--- config.mk ---
export PLATFORM = sky130hd
export DESIGN_NAME = opp_div
export DESIGN_NICKNAME = d
export VERILOG_FILES = /design/src/hw/rtl/opp_pkg.sv /design/src/hw/rtl/opp_div.sv
export SDC_FILE = /design/constraint.sdc
export NUM_CORES = 2
export LEC_CHECK = 0
export BUFFER_PORTS_ARGS = -buffer_cell sky130_fd_sc_hd__buf_2
export CELL_PAD_IN_SITES_DETAIL_PLACEMENT = 2
export CELL_PAD_IN_SITES_GLOBAL_PLACEMENT = 2
export CORE_ASPECT_RATIO = 0.75
export CORE_MARGIN = 1
export CORE_UTILIZATION = 42
export DETAILED_ROUTE_END_ITERATION = 6
export GPL_TIMING_DRIVEN = 0
export HOLD_SLACK_MARGIN = 0.03
export PLACE_DENSITY = 0.87
export SLEW_MARGIN = 0
export SYNTH_ARGS = -nofsm -noshare
export SYNTH_HDL_FRONTEND = slang
export SYNTH_SLANG_ARGS = --single-unit
export TNS_END_PERCENT = 100
--- constraint.sdc ---
create_clock -name clk -period 18.7 [get_ports clk]
set_input_delay 5.61 -clock clk [delete_from_list [all_inputs] [get_ports clk]]
set_output_delay 5.61 -clock clk [all_outputs]
set_load 0.02 [all_outputs]
--- src/hw/rtl/opp_pkg.sv ---
// Shared constants and types of the orthographic point projection core.
// No dependencies; compiled first.
`default_nettype none

package opp_pkg;

  // Quotient bits resolved in each divider pipeline stage.
  localparam int OPP_SPS = 4;

  // Configuration register indexes.
  localparam int CFG_IDX_W = 3;
  localparam logic [CFG_IDX_W-1:0] REG_LEFT   = 3'd0;
  localparam logic [CFG_IDX_W-1:0] REG_RIGHT  = 3'd1;
  localparam logic [CFG_IDX_W-1:0] REG_BOTTOM = 3'd2;
  localparam logic [CFG_IDX_W-1:0] REG_TOP    = 3'd3;
  localparam logic [CFG_IDX_W-1:0] REG_NEAR   = 3'd4;
  localparam logic [CFG_IDX_W-1:0] REG_FAR    = 3'd5;

  // Status of one axis as it leaves the divider.
  typedef struct packed {
    logic zero_span;
    logic saturated;
  } opp_flags_t;

endpackage

`default_nettype wire

--- src/hw/rtl/opp_div.sv ---
// Pipelined signed fixed point divider with truncation and saturation.
// Depends on opp_pkg.
`default_nettype none

module opp_div
  import opp_pkg::*;
#(
  parameter int COORD_WIDTH = 32,
  parameter int FRAC_BITS   = 16
) (
  input  wire logic                          clk,
  input  wire logic                          en,
  input  wire logic signed [COORD_WIDTH+1:0] num,
  input  wire logic signed [COORD_WIDTH:0]   den,
  output      logic [COORD_WIDTH-1:0]        res,
  output      opp_flags_t                    flags
);

  localparam int CW   = COORD_WIDTH;
  localparam int NW   = CW + 2;
  localparam int DW   = CW + 1;
  localparam int DVW  = CW + 2 + FRAC_BITS;
  localparam int RW   = CW + 2;
  localparam int CMPW = CW + DW;
  localparam int NSTG = (CW + OPP_SPS - 1) / OPP_SPS;

  // Stage 1: magnitudes and signs.
  logic [NW-1:0] an_r;
  logic [DW-1:0] ad1_r;
  logic          neg1_r, zero1_r;

  always_ff @(posedge clk) begin
    if (en) begin
      an_r    <= num[NW-1] ? NW'(-num) : NW'(num);
      ad1_r   <= den[DW-1] ? DW'(-den) : DW'(den);
      neg1_r  <= num[NW-1] ^ den[DW-1];
      zero1_r <= (den == '0);
    end
  end

  // Stage 2: overflow test and the initial partial remainder.
  logic [DVW-1:0] sdv_r  [NSTG+1];
  logic [DW-1:0]  sad_r  [NSTG+1];
  logic [RW-1:0]  srem_r [NSTG+1];
  logic [CW-1:0]  sq_r   [NSTG+1];
  logic           sneg_r [NSTG+1];
  logic           szero_r[NSTG+1];
  logic           sover_r[NSTG+1];

  logic [DVW-1:0] dv;
  assign dv = DVW'(an_r) << FRAC_BITS;

  always_ff @(posedge clk) begin
    if (en) begin
      sdv_r[0]   <= dv;
      sad_r[0]   <= ad1_r;
      srem_r[0]  <= RW'(dv >> CW);
      sq_r[0]    <= '0;
      sneg_r[0]  <= neg1_r;
      szero_r[0] <= zero1_r;
      sover_r[0] <= (CMPW'(an_r) << FRAC_BITS) >= (CMPW'(ad1_r) << CW);
    end
  end

  // Restoring division, OPP_SPS quotient bits per stage.
  for (genvar k = 0; k < NSTG; k++) begin : g_stage
    logic [RW-1:0] rem;
    logic [CW-1:0] q;

    always_comb begin
      logic qb;
      rem = srem_r[k];
      q   = sq_r[k];
      qb  = 1'b0;
      for (int s = 0; s < OPP_SPS; s++) begin
        if (k * OPP_SPS + s < CW) begin
          rem = {rem[RW-2:0], sdv_r[k][CW-1-(k*OPP_SPS+s)]};
          qb  = (rem >= RW'(sad_r[k]));
          if (qb) begin
            rem = rem - RW'(sad_r[k]);
          end
          q = {q[CW-2:0], qb};
        end
      end
    end

    always_ff @(posedge clk) begin
      if (en) begin
        sdv_r[k+1]   <= sdv_r[k];
        sad_r[k+1]   <= sad_r[k];
        srem_r[k+1]  <= rem;
        sq_r[k+1]    <= q;
        sneg_r[k+1]  <= sneg_r[k];
        szero_r[k+1] <= szero_r[k];
        sover_r[k+1] <= sover_r[k];
      end
    end
  end

  // Final stage: clamp, restore the sign, flag.
  logic [CW-1:0] lim;
  logic          sat;
  logic          fneg, fzero;

  assign fneg  = sneg_r[NSTG];
  assign fzero = szero_r[NSTG];
  assign lim   = fneg ? {1'b1, {(CW-1){1'b0}}} : {1'b0, {(CW-1){1'b1}}};
  assign sat   = sover_r[NSTG] || (sq_r[NSTG] > lim);

  always_ff @(posedge clk) begin
    if (en) begin
      if (fzero) begin
        res <= '0;
      end else if (sat) begin
        res <= fneg ? CW'(-lim) : lim;
      end else begin
        res <= fneg ? CW'(-sq_r[NSTG]) : sq_r[NSTG];
      end
      flags.zero_span <= fzero;
      flags.saturated <= !fzero && sat;
    end
  end

endmodule

`default_nettype wire

==> out/results.tsv <==
metric	value	unit
status	complete, no violations	
Routed WL	388000	um
GRT overflow	0	
CP dominant cell by count	a21oi_1	
Die H	402	um
initial antenna violation count	16	
Primary FF master, synth	edfxtp_1	
Final Hold Fails	0	
worst-skew pair later-pin latency	0.74	ns
hold buffers post-CTS	0	
synth unique cells	108	
Setup CP Type	reg2reg	
drt first pass iters	5	
commonest non-fill, non-tap cells in the layout	ha_1 (1083), a21oi_1 (971), edfxtp_1 (827)	
Ys Warns	0	
Vias per Instance	6.48	
Hold Path Stages	0	
Avg WL per Cell	29.5	um
area delta synth->final	8.26	%
pin count of the biggest net entering global routing	139	
share of post-route cells with drive strength above 1	9.05	%
GRT Resource Usage Total	34.8	%
syn_nets	11200	
Synth async-reset ratio	0	%
starting density of the core	42.4	%
CP max-delay cell	buf_1	
HP Class	reg2reg	
shortest period the worst path allows	18.24	ns
CP endpoint kind	flip-flop	
commonest non-fill, non-tap cell in the layout	ha_1	
DR iter-0 viols	6763	
Die Footprint	0.216	mm^2
IO Pins	103	
CTS max path bufs	3	
CP top delay family	compound AO/OA/AOI/OAI gates	
Finished Cell Area	0.0972	mm^2
CP Depth	61	
GP Congestion	0.948	
Reg2Reg Depth	61	
Vias	85300	
clock-pin slew on the worst setup and hold paths	0.07	ns
vias in the first global route	90800	
core area	0.212	mm^2
Post-layout nets	11500	
Final setup viols	0	
Mapped Cells	10100	
CP bufs+invs	15	
number of remaining DRC errors	0	
skew final	0.0483	ns
DRT antenna net count	0	
Max Slew Vio Count	0	
Mean Syn Cell Area	8.92	um^2
Worst Tran Pin Value	1.32	ns
Setup crit start kind	flip-flop	
worst path arrival time	18.73	ns
TritonCTS clock tree	done	
DIE WIDTH	536	um
MaxCap Viol Count	0	
cell row count	146	
top post-synthesis cells by area	edfxtp_1 (28%), ha_1 (15%), xnor2_1 (6.2%), mux2_2 (5.5%), a21oi_1 (5.4%)	
first-pass GRT wire length	579000	um
CTS H-tree depth	3	
DP HPWL	314000	um
flops & latches, synth	827	
area leader, netlist	edfxtp_1	
Fill cells	23000	
CP required	19.18	ns
Fmax	0.0548	GHz
DP Area	0.0940	mm^2
Final period util	97.6	%
number of synthesized flops with an enable pin	827	
Clock Sinks	827	
CP max FO	10	
register-to-register setup slack	0.46	ns
Rel. slew slack	10.9	%
number of port buffers	100	
post-synth top area share	27.7	%
crit-path max cell delay	0.61	ns
CTS buffer count	96	
Syn Std Cell Area	0.0898	mm^2
root buffer cell	clkbuf_16	
sequential fraction of the synthesis area	27.7	%
logic make-up (layout without fill, tap and decap cells):
group / count (synthesis) / in the layout / synth area share (%)
multiplexers: 555 / 555 / 6.85
XOR/XNOR: 933 / 933 / 9.10
buffers and inverters: 835 / 1113 / 3.67
flip-flops: 827 / 827 / 27.7
AO/OA/AOI/OAI: 3206 / 3206 / 23.1
AND/OR/NAND/NOR: 2612 / 2612 / 14.1
adder cells (fa/ha/maj): 1103 / 1103 / 15.5
other: 0 / 3 / 0
metal layers:
layer | track usage [%] | vias to the layer above | wire, um
li1 | - | 38100 | -
met2 | 55.6 | 2723 | 174000
met5 | 0 | - | 79
met1 | 48.3 | 43700 | 176000
met4 | 11.7 | 12 | 13800
met3 | 4.30 | 635 | 23500
flip-flops by register name (all words and copies together), names as in the netlist:
| name | count |
|---|---|
| sad_r | 264 |
| srem_r | 249 |
| sq_r | 144 |
| sdv_r | 40 |
| an_r | 34 |
| ad1_r | 33 |
| res | 32 |
| sneg_r | 9 |
| sover_r | 9 |
| szero_r | 9 |
| flags | 2 |
| neg1_r | 1 |
| zero1_r | 1 |
final cells by class:
type                            count  area, um^2  area share [%]
Antenna cell                        3        7.51         0.00772
Tap cell                         2812        3520            3.62
Multi-Input combinational cell   8409       61800            63.5
Sequential cell                   827       24800            25.5
Inverter                          619        2320            2.39
Buffer                            216        1000            1.03
Timing Repair Buffer              111         746           0.767
Clock inverter                     50         547           0.562
Clock buffer                      117        2480            2.55
worst register-to-register path: cells and delay by family, from the launching register on:
family,cells,cell delay [ns]
multiplexers,1,0.40
buffers and inverters,15,5.03
flip-flops,1,0.47
AO/OA/AOI/OAI,24,6.32
adder cells (fa/ha/maj),4,1.50
AND/OR/NAND/NOR,17,4.25
final timing paths:
check | from | to
worst max-delay path | sad_r[0][58]$_DFFE_PP_ | srem_r[0][95]$_DFFE_PP_
worst min-delay path | sq_r[0][215]$_DFFE_PP_ | sq_r[0][251]$_DFFE_PP_
worst min register to register | sq_r[0][215]$_DFFE_PP_ | sq_r[0][251]$_DFFE_PP_
worst max register to register | sad_r[0][58]$_DFFE_PP_ | srem_r[0][95]$_DFFE_PP_
through the flow:
step / utilization (%) / setup TNS (ns) / instances / hold WS [ns] / setup slack, ns
after global placement: 44.3 / -190.75 / 13000 / 0.400 / -0.399
after global routing: 45.9 / -0.00980 / 13200 / 0.422 / -0.00980
after CTS: 45.8 / 0 / 13200 / 0.415 / 0.0699
after floorplan: - / 0 / 10100 / 0.400 / 5.67
final: 45.9 / 0 / 13200 / 0.405 / 0.457
after detailed placement: 44.4 / -14.89 / 13000 / 0.405 / -0.587
cells in the mapped netlist, drive strengths merged (22+ instances only):
| cell | number |
|---|---|
| edfxtp | 827 |
| and4 | 22 |
| nand4 | 162 |
| a31oi | 84 |
| o31ai | 59 |
| o31a | 25 |
| or4 | 24 |
| nand2 | 694 |
| buf | 86 |
| inv | 618 |
| o41ai | 28 |
| o32ai | 31 |
| o21a | 161 |
| mux2 | 464 |
| nor4 | 56 |
| nand3 | 202 |
| o221ai | 37 |
| xor2 | 297 |
| a21oi | 972 |
| xnor2 | 636 |
| nor2b | 118 |
| nor3 | 160 |
| o21ai | 664 |
| nor2 | 688 |
| nand2b | 154 |
| a211oi | 96 |
| and3 | 89 |
| a21o | 474 |
| a221oi | 26 |
| mux2i | 91 |
| clkbuf | 130 |
| or3 | 51 |
| a2111oi | 30 |
| ha | 1083 |
| a31o | 25 |
| a21boi | 32 |
| o21bai | 156 |
| a311oi | 25 |
| a211o | 31 |
| o211ai | 46 |
| and2 | 75 |
| or2 | 59 |
what timing repair did:
item                                    4_1_cts  5_1_grt
pin swaps                                     1        2
cloned                                        0        0
endpoints found under the setup margin       45      169
buffers inserted                              1        3
gates resized for setup                       8       45
Power is left out: the tool's default activity adds up to more than one toggle a clock period on the data nets, which glitch-free logic cannot reach.
